[src/hw/rtl/slii_pkg.sv]
package slii_pkg;

    // List capacity and the widths that follow from it.
    localparam int CAPACITY = 16;
    localparam int IDX_W    = (CAPACITY > 1) ? $clog2(CAPACITY) : 1;
    localparam int COUNT_W  = $clog2(CAPACITY + 1);

    // Request and result codes.
    typedef enum logic {
        REQ_INSERT = 1'b0,
        REQ_READ   = 1'b1
    } t_req_type;

    typedef enum logic [1:0] {
        ST_OK     = 2'd0,
        ST_EMPTY  = 2'd1,
        ST_BEYOND = 2'd2,
        ST_FULL   = 2'd3
    } t_status;

    // Input beat.
    typedef struct packed {
        logic               req_type;
        logic signed [31:0] value;
        logic        [7:0]  position;
    } t_req;

    // Output beat.
    typedef struct packed {
        logic signed [31:0] read_value;
        logic        [1:0]  status;
    } t_rsp;

    // What one cell hands to its right-hand neighbor.
    typedef struct packed {
        logic               shift;
        logic signed [31:0] value;
    } t_link;

endpackage

[src/hw/rtl/sorted_list_insert_and_index_top.sv]
// Sorted list with insert and read by rank.
// Input channel (i_in_valid, o_in_stall, i_in_data): each beat is either an
// insert of a signed value or a read at a zero-based position. Output channel
// (o_out_valid, i_out_stall, o_out_data): exactly one beat per input beat, in
// order, carrying the read value and a status (ok, empty, beyond, full).
// The result beat is registered on the accepting edge.
// Throughput is one request per cycle while the receiver does not stall:
// every cell compares its entry with the new value in parallel and shifts
// right in the same cycle, and a read is one select over the cells into the
// output register. An insert into a full list is dropped and reports full; a
// read on an empty list or at a position at or beyond the count returns zero with an error.
// Reset clears the entry count and the output valid; the cells need no
// clearing, since ranks at or beyond the count are never read.
// While the receiver stalls, the result beat holds in the output register and
// o_in_stall is raised, so no new request is taken until the result drains.
module sorted_list_insert_and_index_top (
    input  logic            i_clk,
    input  logic            i_rst_n,
    input  logic            i_in_valid,
    output logic            o_in_stall,
    input  slii_pkg::t_req  i_in_data,
    output logic            o_out_valid,
    input  logic            i_out_stall,
    output slii_pkg::t_rsp  o_out_data
);
    import slii_pkg::*;

    logic               r_out_valid;
    t_rsp               r_rsp;
    t_rsp               n_rsp;
    logic [COUNT_W-1:0] r_count;
    logic               w_accept;
    logic               w_is_read;
    logic               w_full;
    logic               w_ins_en;
    logic signed [31:0] w_vals [CAPACITY];
    t_link              w_link [CAPACITY+1];

    assign o_in_stall = r_out_valid && i_out_stall;
    assign w_accept   = i_in_valid && !o_in_stall;
    assign w_is_read  = (i_in_data.req_type == REQ_READ);
    assign w_full     = (r_count == COUNT_W'(CAPACITY));
    assign w_ins_en   = w_accept && !w_is_read && !w_full;

    // Chain of cells, each passing its shift flag and entry to the right.
    assign w_link[0] = '{shift: 1'b0, value: '0};

    for (genvar k = 0; k < CAPACITY; k++) begin : g_cell
        slii_cell u_cell (
            .i_clk       (i_clk),
            .i_ins_en    (w_ins_en),
            .i_occupied  (r_count > COUNT_W'(k)),
            .i_at_count  (r_count == COUNT_W'(k)),
            .i_new_value (i_in_data.value),
            .i_left      (w_link[k]),
            .o_link      (w_link[k+1]),
            .o_value     (w_vals[k])
        );
    end

    // Result of the request being accepted.
    always_comb begin
        n_rsp.read_value = '0;
        n_rsp.status     = ST_OK;
        if (!w_is_read) begin
            if (w_full) begin
                n_rsp.status = ST_FULL;
            end
        end else if (r_count == '0) begin
            n_rsp.status = ST_EMPTY;
        end else if ({1'b0, i_in_data.position} >= 9'(r_count)) begin
            n_rsp.status = ST_BEYOND;
        end else begin
            n_rsp.read_value = w_vals[i_in_data.position[IDX_W-1:0]];
        end
    end

    // Entry count, output valid and the registered result beat.
    always_ff @(posedge i_clk) begin
        if (!i_rst_n) begin
            r_count     <= '0;
            r_out_valid <= 1'b0;
        end else begin
            if (w_ins_en) begin
                r_count <= r_count + COUNT_W'(1);
            end
            if (w_accept) begin
                r_out_valid <= 1'b1;
            end else if (!i_out_stall) begin
                r_out_valid <= 1'b0;
            end
        end
    end

    always_ff @(posedge i_clk) begin
        if (w_accept) begin
            r_rsp <= n_rsp;
        end
    end

    assign o_out_valid = r_out_valid;
    assign o_out_data  = r_rsp;

    // The count never passes the capacity.
    a_count_bound: assert property (@(posedge i_clk) disable iff (!i_rst_n)
        r_count <= COUNT_W'(CAPACITY))
        else $error("entry count above capacity");

    // An insert into a list with room grows the count by one.
    a_insert_grows: assert property (@(posedge i_clk) disable iff (!i_rst_n)
        (w_accept && !w_is_read && !w_full) |=> (r_count == $past(r_count) + COUNT_W'(1)))
        else $error("insert did not grow the count");

    // A read of an empty list reports empty with a zero value.
    a_empty_read: assert property (@(posedge i_clk) disable iff (!i_rst_n)
        (w_accept && w_is_read && r_count == '0) |=>
        (o_out_valid && o_out_data.status == ST_EMPTY && o_out_data.read_value == '0))
        else $error("empty read gave a wrong result");

    // An insert into a full list leaves the count and reports full.
    a_full_drop: assert property (@(posedge i_clk) disable iff (!i_rst_n)
        (w_accept && !w_is_read && w_full) |=>
        (r_count == COUNT_W'(CAPACITY) && o_out_data.status == ST_FULL))
        else $error("insert into a full list was not dropped");

endmodule

[src/hw/rtl/slii_cell.sv]
module slii_cell (
    input  logic                i_clk,
    input  logic                i_ins_en,
    input  logic                i_occupied,
    input  logic                i_at_count,
    input  logic signed [31:0]  i_new_value,
    input  slii_pkg::t_link     i_left,
    output slii_pkg::t_link     o_link,
    output logic signed [31:0]  o_value
);
    import slii_pkg::*;

    logic signed [31:0] r_value;
    logic signed [31:0] n_value;
    logic               w_here_or_right;

    // The new value belongs at or before this cell when this cell holds a
    // value that is greater or equal, or when this is the first free cell.
    assign w_here_or_right = (i_occupied && ($signed(r_value) >= $signed(i_new_value)))
                             || i_at_count;

    // If the left neighbor is also at or after the slot, take its value;
    // the first such cell takes the new value; cells before the slot hold.
    always_comb begin
        n_value = r_value;
        if (i_left.shift) begin
            n_value = i_left.value;
        end else if (w_here_or_right) begin
            n_value = i_new_value;
        end
    end

    always_ff @(posedge i_clk) begin
        if (i_ins_en) begin
            r_value <= n_value;
        end
    end

    assign o_link.shift = w_here_or_right;
    assign o_link.value = r_value;
    assign o_value      = r_value;

endmodule
[config.mk]
export PLATFORM = sky130hd
export DESIGN_NAME = sorted_list_insert_and_index_top
export DESIGN_NICKNAME = d
export VERILOG_FILES = /design/src/hw/rtl/slii_pkg.sv /design/src/hw/rtl/sorted_list_insert_and_index_top.sv /design/src/hw/rtl/slii_cell.sv
export SDC_FILE = /design/constraint.sdc
export NUM_CORES = 1
export LEC_CHECK = 0
export ABC_AREA = 1
export ABC_CLOCK_PERIOD_IN_PS = 14100
export BUFFER_PORTS_ARGS = -buffer_cell sky130_fd_sc_hd__buf_2
export CAP_MARGIN = 15
export CORE_ASPECT_RATIO = 1.5
export CORE_MARGIN = 2
export CORE_UTILIZATION = 35
export DETAILED_ROUTE_END_ITERATION = 6
export PLACE_DENSITY_LB_ADDON = 0.3
export SETUP_SLACK_MARGIN = 0.3
export SLEW_MARGIN = 30
export SYNTH_ARGS = -nofsm -noshare
export SYNTH_HDL_FRONTEND = slang
export SYNTH_SLANG_ARGS = --single-unit
[constraint.sdc]
create_clock -name i_clk -period 14.1 [get_ports i_clk]
set_input_delay 2.115 -clock i_clk [delete_from_list [all_inputs] [get_ports i_clk]]
set_output_delay 2.115 -clock i_clk [all_outputs]
set_load 0.02 [all_outputs]
# After elaboration in Yosys (flattened, before gate mapping)
# Cells that the tools add are included.
# totals
register_bits,552
# op_classes
muxes,39
n_eq_ne,17
addsub,1
bitwise,2
n_lt_le_gt_ge,34
reduce_logical,72
# op_table
op,count
32-bit 2-to-1 mux,32
32-bit >= comparator,16
32-bit binary-select mux with 4-bit select,1
5-bit by 4-bit equality test with 1-bit output (second input constant),8
5-bit by 4-bit > comparator with 1-bit output (second input constant),8
2-bit AND reduction,16
2-bit nonzero test,15
5-bit by 3-bit equality test with 1-bit output (second input constant),4
5-bit by 3-bit > comparator with 1-bit output (second input constant),4
1-bit logical AND,20
1-bit logical OR,16
5-bit by 2-bit equality test with 1-bit output (second input constant),2
5-bit by 1-bit > comparator with 1-bit output (second input constant),2
5-bit by 2-bit > comparator with 1-bit output (second input constant),2
8-bit by 5-bit >= comparator with 1-bit output,1
2-bit 2-to-1 mux,4
5-bit by 1-bit adder with 5-bit output (second input constant),1
5-bit by 1-bit equality test with 1-bit output (second input constant),1
5-bit equality test (second input constant),1
5-bit >= comparator (second input constant),1
5-bit zero test,1
4-bit NOT with 5-bit output,1
1-bit zero test,3
3-bit OR reduction,1
other kinds (3),4

# Logic depth before layout (Yosys ltp)
# Gate-level depths: netlist of the first run.
# logic_depth
word_depth,6
mapped_depth,21
ltp_nobuf,19

# Cells and area by module
# A second synthesis of the first run with hierarchy kept.
# hier_totals
hier_cells,6423
area_unflattened_um2,47966.0
# modules_own_cells
module,area_per_inst_um2,instances,cells_each,seq_area_each_um2
slii_cell,2454.9,16,287,960.9
sorted_list_insert_and_index_top,8688.3,1,1831,1141.1

# Least setup slack after synthesis of the first run
# OpenSTA, ideal clock, no wires.
# synth_timing
path_kind,input to register
from,in i_out_stall
to,"reg g_cell[15].u_cell.r_value[0], enable pin"
t_required_ns,13.678
path_slack_ns,8.122
stages,5
arrival_ns,5.556
setup_time_ns,0.422
path_buffers,0
path_cell_list,nand2_1 inv_1 nor2_1 nand2_2 nor2_1
# synth_via
elab_chain_len,6
# synth_rtl
item,line_no,text
start: declaration,sorted_list_insert_and_index_top.sv:23,"input logic i_out_stall,"
1-bit logical AND,sorted_list_insert_and_index_top.sv:39,assign o_in_stall = r_out_valid && i_out_stall;
net o_in_stall,sorted_list_insert_and_index_top.sv:20,"output logic o_in_stall,"
1-bit zero test,sorted_list_insert_and_index_top.sv:40,assign w_accept = i_in_valid && !o_in_stall;
1-bit logical AND,sorted_list_insert_and_index_top.sv:40,
net w_accept,sorted_list_insert_and_index_top.sv:32,logic w_accept;
1-bit logical AND (2 in series),sorted_list_insert_and_index_top.sv:43,assign w_ins_en = w_accept && !w_is_read && !w_full;
2-bit AND reduction (no source line),-,
end signal: assignment,slii_cell.sv:35,r_value <= n_value;
end: declaration,slii_cell.sv:13,logic signed [31:0] r_value;
# The timed path passes the listed nets, and every way through them passes these cells.
# A chain may end at the register's enable or synchronous reset.

# Worst setup path in the final report of the first run
# layout_timing
from,in i_in_data[39] (netlist name)
to,"reg g_cell[4].u_cell.r_value[0], enable pin"
# layout_via
elab_chain_len,5
word_cells_on_any_way,8
# layout_rtl
item,line_no,text
start: declaration,sorted_list_insert_and_index_top.sv:21,"input slii_pkg::t_req i_in_data,"
32-bit >= comparator,slii_cell.sv:19,assign w_here_or_right = (i_occupied && ($signed(r_value) >= $signed(i_new_value)))
1-bit logical AND,slii_cell.sv:19,
1-bit logical OR,slii_cell.sv:20,|| i_at_count;
2-bit nonzero test (no source line) *,-,
2-bit AND reduction (no source line) *,-,
end signal: assignment,slii_cell.sv:35,
end: declaration,slii_cell.sv:13,
# Every way passes the cells marked *; elsewhere a longest branch is shown, timed or not.

==> results of run 1 <==
==> registers in the layout, indices dropped and copies added, names as in the netlist <==
signal                 cells
g_cell.u_cell.o_value    512
o_out_data                34
o_out_valid                1
r_count                    5
==> cells in the final DEF (no fill, tap or decap), types with 9 or more instances in the layout <==
cell type / synthesis / routed
a21oi_1: 291 / 291
buf_2: 57 / 78
buf_4: 40 / 67
bufinv_16: 0 / 9
clkbuf_16: 0 / 59
clkinv_2: 0 / 15
edfxtp_1: 546 / 546
ha_1: 522 / 522
inv_1: 159 / 157
nand2_1: 1342 / 1335
nand2_2: 40 / 45
nand2_4: 11 / 13
nand3_1: 511 / 510
nand3_2: 9 / 10
nand4_1: 49 / 49
nor2_1: 415 / 413
nor3_1: 17 / 17
o21a_1: 31 / 31
o21ai_0: 356 / 356
o21ai_1: 50 / 50
o21bai_1: 19 / 19
o221ai_1: 98 / 98
o22ai_1: 26 / 26
==> layout make-up <==
| type | instances | area share |
|---|---|---|
| multi-input cells | 3831 | 0.499 |
| inverters | 168 | 0.0147 |
| well taps | 1540 | 0.0439 |
| flip-flops and latches | 552 | 0.376 |
| diodes | 1 | 0.0000570 |
| repair buffers | 147 | 0.0213 |
| clock inverters | 38 | 0.0102 |
| clock buffers | 67 | 0.0343 |
==> cells by family after synthesis <==
family / count (synthesis) / synth area share
buffers and inverters: 440 / 0.0514
AND/OR/NAND/NOR: 2426 / 0.256
adder cells (fa/ha/maj): 522 / 0.162
AO/OA/AOI/OAI: 883 / 0.123
flip-flops: 552 / 0.408
==> power by group <==
group	switching [uW]	internal, uW	leakage [uW]
Combinational	573	237	0.0128
Sequential	49.1	1890	0.00504
Clock	738	930	0.000959
Total	1360	3060	0.0188
==> worst max-delay path, stage by stage <==
cell	delay, ns
buf_2	0.32
inv_1	0.45
ha_1	0.63
nand2_1	0.13
nor2_1	0.18
nand4_1	0.30
nor3_2	0.42
nand2_1	0.17
nand3b_1	0.11
nand3_1	0.09
nand2_2	0.06
buf_4	0.39
nand2_2	0.60
nand2_1	0.32
nand2_2	0.61
==> through the flow <==
stage                util  area [sq um]  std cells  setup WS [ns]
finish              0.383         43900       6344           7.30
global route        0.383         43900       6344           7.15
CTS                 0.383         43900       6343           7.40
detailed placement  0.366         41900       6238           6.71
global placement    0.366         41900       6237           6.77
floorplan               -         40400       4823           8.12
==> how the worst min path moves through the flow <==
stage	startpoint	endpoint	cells past startpoint
2_1_floorplan	g_cell[9].u_cell.o_value[0]	g_cell[10].u_cell.o_value[0]	2
3_3_place_gp	o_out_valid	o_out_valid	2
3_5_place_dp	o_out_valid	o_out_valid	2
4_1_cts	o_out_valid	o_out_valid	2
5_1_grt	o_out_valid	o_out_valid	2
6_report	o_out_valid	o_out_valid	2
==> per-layer routing <==
| metal | part of all wire | vias up |
|---|---|---|
| li1 | - | 16900 |
| met1 | 0.37 | 17200 |
| met2 | 0.49 | 1595 |
| met3 | 0.066 | 396 |
| met4 | 0.066 | 0 |
| met5 | 0 | - |
==> impl_metrics.env, run 1 <==
export IMPL_status="finished with violations"
export IMPL_violations="design-rule violations"
export IMPL_fillers=11700
export IMPL_grt_pass1_vias=35400
export IMPL_synth_top_area_cell="edfxtp_1"
export IMPL_cts_max_level=2
export IMPL_hold_path_class="reg2reg"
export IMPL_synth_most_common_cell="nand2_1"
export IMPL_grt_max_degree=133
export IMPL_grt_util_met3=0.0293
export IMPL_power_density_mw_per_mm2=101
export IMPL_cts_resized=0
export IMPL_grt_busiest_layer="met2"
export IMPL_rr_worst_depth=13
export IMPL_dp_hpwl_um=112000
export IMPL_synth_nets=5390
export IMPL_met1_usage=0.295
export IMPL_synthFlopType="edfxtp_1"
export IMPL_yosys_warnings=0
export IMPL_r2r_end="g_cell[4].u_cell.o_value[0]"
export IMPL_syn2layout_area_growth_pct=8.50
export IMPL_critical_path_class="in2reg"
export IMPL_start_kind="input pin"
export IMPL_port_buffers=80
export IMPL_ys_seq_elements=552
export IMPL_max_cap_violations=0
export IMPL_rsz0062_at_grt="no"
export IMPL_firstDrtPassIters=7
export IMPL_cp_max_fo=33
export IMPL_totalWireLength_um=152000
export IMPL_global_route_usage_met2=0.444
export IMPL_cts_tree="yes"
export IMPL_globalRouteOverflowTotal=0
export IMPL_grt_usage=0.253
export IMPL_wl_per_cell_um=23.9
export IMPL_gp_congestion=0.948
export IMPL_slew_violations=0
export IMPL_synth_cell_types=45
export IMPL_clockBufferDepth=3
export IMPL_finalCriticalPeriod_ns=6.80
export IMPL_coreArea_sq_mm=0.114
export IMPL_setup_worst_path_start="i_in_data[39]"
export IMPL_finalSetupViolCount=0
export IMPL_cts_hold_buf=0
export IMPL_crit_arrival_ns=6.96
export IMPL_ys_top_cells_by_area="edfxtp_1 (41%), ha_1 (16%), nand2_1 (12%), nand3_1 (6.3%), o21ai_0 (4.4%)"
export IMPL_crit_end="g_cell[4].u_cell.o_value[0]"
export IMPL_r2r_setup_slack_ns=9.22
export IMPL_clock_sinks=552
export IMPL_syn_instance_count=4823
export IMPL_num_nets_final=5325
export IMPL_fin_skew_ns=0.0221
export IMPL_netlist_area_leader_share=0.405
export IMPL_die_x_um=282
export IMPL_dieArea_sq_mm=0.118
export IMPL_synth_area_sq_mm=0.0404
export IMPL_clk_transition_reported_paths_ns=0.06
export IMPL_die_h_um=420
export IMPL_vdd_drop_max_uv=106
export IMPL_worst_pin_slew_ns=1.05
export IMPL_numCtsBuffers=58
export IMPL_slew_headroom=0.300
export IMPL_postSynth_asyncResetShare=0
export IMPL_rows=152
export IMPL_whs_ns=0.486
export IMPL_finalCritPeriodShare=0.482
export IMPL_antenna_found_initial=1
export IMPL_fmax_mhz=147
export IMPL_tns_ns=0
export IMPL_ioPinCount=81
export IMPL_drive_above_1_share=0.0708
export IMPL_synth_commonest_cells="nand2_1 (1342), edfxtp_1 (546), ha_1 (522), nand3_1 (511), nor2_1 (415)"
export IMPL_worstReg2RegStart="g_cell[3].u_cell.o_value[31]"
export IMPL_finalPower_uw=4420
export IMPL_finalHoldViolCount=0
export IMPL_clockRootBuffer="clkbuf_16"
export IMPL_initial_core_util=0.353
export IMPL_drtAntennaViolNets=0
export IMPL_ys_seq_area_frac=0.408
export IMPL_drc=2
export IMPL_synth_edf_count=546
export IMPL_multi_input_area_sq_mm=0.0219
export IMPL_via_per_inst=5.68
export IMPL_avgSynthCellArea_sq_um=8.38
export IMPL_grt_pass1_wl_um=225000
export IMPL_crit_required_ns=14.26
export IMPL_p_leak_uw=0.0188
export IMPL_cts_setup_buffers=0
export IMPL_end_kind="flop"
export IMPL_clk_latency_ns=0.66
export IMPL_drt_iter0_drc=3591
export IMPL_regArea_sq_mm=0.0165
export IMPL_via_count=36000
Power figures use the tool's default switching activity.
==> run 2: changes to the inputs <==
--- a/config.mk
+++ b/config.mk
@@ -5,8 +5,8 @@
 export SDC_FILE = /design/constraint.sdc
 export NUM_CORES = 1
 export LEC_CHECK = 0
-export ABC_AREA = 1
-export ABC_CLOCK_PERIOD_IN_PS = 14100
+export ABC_AREA = 0
+export ABC_CLOCK_PERIOD_IN_PS = 6940
 export BUFFER_PORTS_ARGS = -buffer_cell sky130_fd_sc_hd__buf_2
 export CAP_MARGIN = 15
 export CORE_ASPECT_RATIO = 1.5
==> constraint.sdc (replaced) <==
create_clock -name i_clk -period 6.94 [get_ports i_clk]
set_input_delay 1.041 -clock i_clk [delete_from_list [all_inputs] [get_ports i_clk]]
set_output_delay 1.041 -clock i_clk [all_outputs]
set_load 0.02 [all_outputs]
==> run 2 against run 1 <==
  * The run now ends clean
  * Total power grew 110%
  * Flip-flop and latch count stayed put
  * Die area shrank 2.4%
  * Final area grew 0.27%
  * Setup slack got worse by 5.7 ns
  * Core utilization increased by 1.1 points
  * First-iteration DRC count down 28%
  * Combinational power is 110% higher
  * Sequential power is 100% higher
  * Sequential share of layout area is 0.10 points lower
  * Synthesized area down 2.5%
  * Cell count decreased by 26%
  * Critical path type unchanged
  * Largest cell class unchanged
  * Highest routed layer is now met5
==> impl_metrics.env, run 2 <==
export IMPL_gp_congestion=1.01
export IMPL_hold_path_class="in2reg"
export IMPL_max_cap_violations=0
export IMPL_rsz0062_at_grt="no"
export IMPL_crit_arrival_ns=5.67
export IMPL_num_nets_final=3742
export IMPL_numCtsBuffers=60
export IMPL_initial_core_util=0.353
export IMPL_final_util=0.394
export IMPL_cts_tree="yes"
export IMPL_synth_cell_types=71
export IMPL_via_count=29100
export IMPL_layout_common_cells="edfxtp_1 (546), ha_1 (521), mux2_2 (377)"
export IMPL_critical_path_top_delay_family="buffers and inverters"
export IMPL_tns_ns=0
export IMPL_grt_max_degree=69
export IMPL_end_kind="flop"
export IMPL_yosys_warnings=0
export IMPL_clk_latency_ns=0.71
export IMPL_fin_cells=4673
export IMPL_synth_top_area_cell="edfxtp_1"
export IMPL_critical_path_class="in2reg"
export IMPL_via_per_inst=6.23
export IMPL_rr_worst_depth=9
export IMPL_grt_pass1_wl_um=221000
export IMPL_grt_pass1_vias=29400
export IMPL_globalRouteOverflowTotal=0
export IMPL_drtAntennaViolNets=0
export IMPL_vdd_drop_max_uv=224
export IMPL_syn2layout_area_growth_pct=11.5
export IMPL_drt_iter0_drc=2589
export IMPL_synth_edf_count=546
export IMPL_die_h_um=415
export IMPL_cp_slowest_cell="nor4_2"
export IMPL_cts_max_level=2
export IMPL_postSynth_asyncResetShare=0
export IMPL_ys_seq_elements=552
export IMPL_synth_most_common_cell="edfxtp_1"
export IMPL_finalSetupViolCount=0
export IMPL_fillers=10500
export IMPL_place_inst=4557
export IMPL_fmax_mhz=188
export IMPL_slew_violations=0
export IMPL_coreArea_sq_mm=0.112
export IMPL_cts_hold_buf=0
export IMPL_synth_nets=3671
export IMPL_ys_top_cells_by_area="edfxtp_1 (42%), ha_1 (17%), mux2_2 (11%), mux4_2 (9.1%), a21oi_1 (2.9%)"
export IMPL_ys_seq_area_frac=0.419
export IMPL_p_leak_uw=0.0163
export IMPL_rows=150
export IMPL_start_kind="input pin"
export IMPL_dieArea_sq_mm=0.115
export IMPL_clockRootBuffer="clkbuf_16"
export IMPL_clockBufferDepth=3
export IMPL_avgSynthCellArea_sq_um=12.7
export IMPL_largest_reg_flops=512
export IMPL_port_buffers=80
export IMPL_wl_per_cell_um=33.7
export IMPL_finalHoldViolCount=0
export IMPL_cts_resized=0
export IMPL_finalCriticalPeriod_ns=5.31
export IMPL_critPathMostFrequentCell="buf_4"
export IMPL_drive_above_1_share=0.270
export IMPL_dp_slack_ns=0.932
export IMPL_syn_instance_count=3104
export IMPL_ioPinCount=81
export IMPL_dp_hpwl_um=115000
export IMPL_synth_area_sq_mm=0.0394
export IMPL_whs_ns=0.591
export IMPL_synth_commonest_cells="edfxtp_1 (546), ha_1 (522), mux2_2 (377), a21oi_1 (225), nand2_1 (200)"
export IMPL_worst_pin_slew_ns=1.01
export IMPL_clk_transition_reported_paths_ns=0.06
export IMPL_slew_headroom=0.316
export IMPL_fin_skew_ns=0.0344
export IMPL_finalCritPeriodShare=0.766
export IMPL_crit_required_ns=7.30
export IMPL_worstHoldPathCells=2
export IMPL_cp_num_buf_inv=5
export IMPL_firstDrtPassIters=5
export IMPL_status="finished, final reports clean"
export IMPL_layout_commonest_cell="edfxtp_1"
export IMPL_netlist_area_leader_share=0.416
export IMPL_drc=0
export IMPL_clock_sinks=552
export IMPL_totalWireLength_um=157000
export IMPL_die_x_um=278
export IMPL_setup_ws_ns=1.63
export IMPL_power_density_mw_per_mm2=207
export IMPL_cp_depth=12
export IMPL_synthFlopType="edfxtp_1"
export IMPL_crit_path_cell_trace="buf_2 > inv_1 > buf_4 > ha_1 > nand4_1 > nor4_2 > o31a_1 > a2111oi_0 > nor2_4 > buf_4 > o21a_2 > buf_4"
export IMPL_cts_setup_buffers=0
export IMPL_antenna_found_initial=4
export IMPL_cp_max_fo=33
export IMPL_cpPeakStageDelay_ns=0.84
export IMPL_grt_usage=0.268
-- run 2: cell types whose count changed in the layout (fill, tap and decap cells not counted), sizes merged, moves of 160 or more --
| cell | before | now |
|---|---|---|
| nand2 | 1394 | 200 |
| nand3 | 520 | 87 |
| mux2 | 0 | 419 |
| nor2 | 420 | 49 |
| o21ai | 406 | 89 |
| mux4 | 0 | 160 |
-- run 2: worst register-to-register path, stage by stage, from the launching register on --
cell and delay [ns]:
edfxtp_1 0.45, ha_1 0.35, nand4_1 0.29, nor4_2 0.83, o31a_1 0.40, a2111oi_0 0.16
nor2_4 0.16, buf_4 0.60, o21a_2 0.54, buf_4 0.38
-- run 2: report_power, final --
group	internal, uW	switching, uW	total, uW
clock	1970	1520	3500
sequential	3820	94.5	3920
combinational	678	1020	1700
-- run 2: through the flow --
step / area [sq um] / total power [uW]
floorplan: 39400 / 5010
global placement: 41900 / 5630
detailed placement: 41900 / 5660
CTS: 44000 / 9120
global route: 44000 / 9340
finish: 44000 / 9110
-- run 2: path summary, 6_finish.rpt --
| kind | start | endpoint | slack (ns) |
|---|---|---|---|
| max | i_in_data[38] | g_cell[1].u_cell.o_value[21] | 1.63 |
| min | i_in_valid | o_out_valid | 0.59 |
| max reg2reg | g_cell[1].u_cell.o_value[23] | g_cell[1].u_cell.o_value[21] | 2.43 |
| min reg2reg | g_cell[14].u_cell.o_value[16] | g_cell[15].u_cell.o_value[16] | 0.59 |
-- run 2: area by class of cell --
cell class | count | area, sq um | area share
inverter | 78 | 293 | 0.00666
clock inverter | 36 | 393 | 0.00893
antenna | 5 | 12.5 | 0.000284
sequential | 552 | 16500 | 0.375
timing repair buffer | 172 | 1220 | 0.0278
tap | 1444 | 1810 | 0.0411
multi-input combinational | 2311 | 22100 | 0.502
clock buffer | 75 | 1650 | 0.0375
-- run 2: per-layer routing --
metal	track usage	part of all wire	wire length, um
met5	0	0.00010	16
met2	0.461	0.49	77100
met4	0.245	0.11	17200
met1	0.283	0.34	54100
met3	0.0384	0.058	9070
-- run 2: kinds of logic (layout without fill, tap and decap cells) --
logic type / Yosys count / after routing / synth area share
flip-flops: 552 / 552 / 0.419
adder cells (fa/ha/maj): 522 / 522 / 0.166
AND/OR/NAND/NOR: 647 / 647 / 0.0834
XOR/XNOR: 3 / 3 / 0.000666
buffers and inverters: 241 / 361 / 0.0260
multiplexers: 612 / 612 / 0.222
AO/OA/AOI/OAI: 527 / 527 / 0.0833
other: 0 / 5 / 0
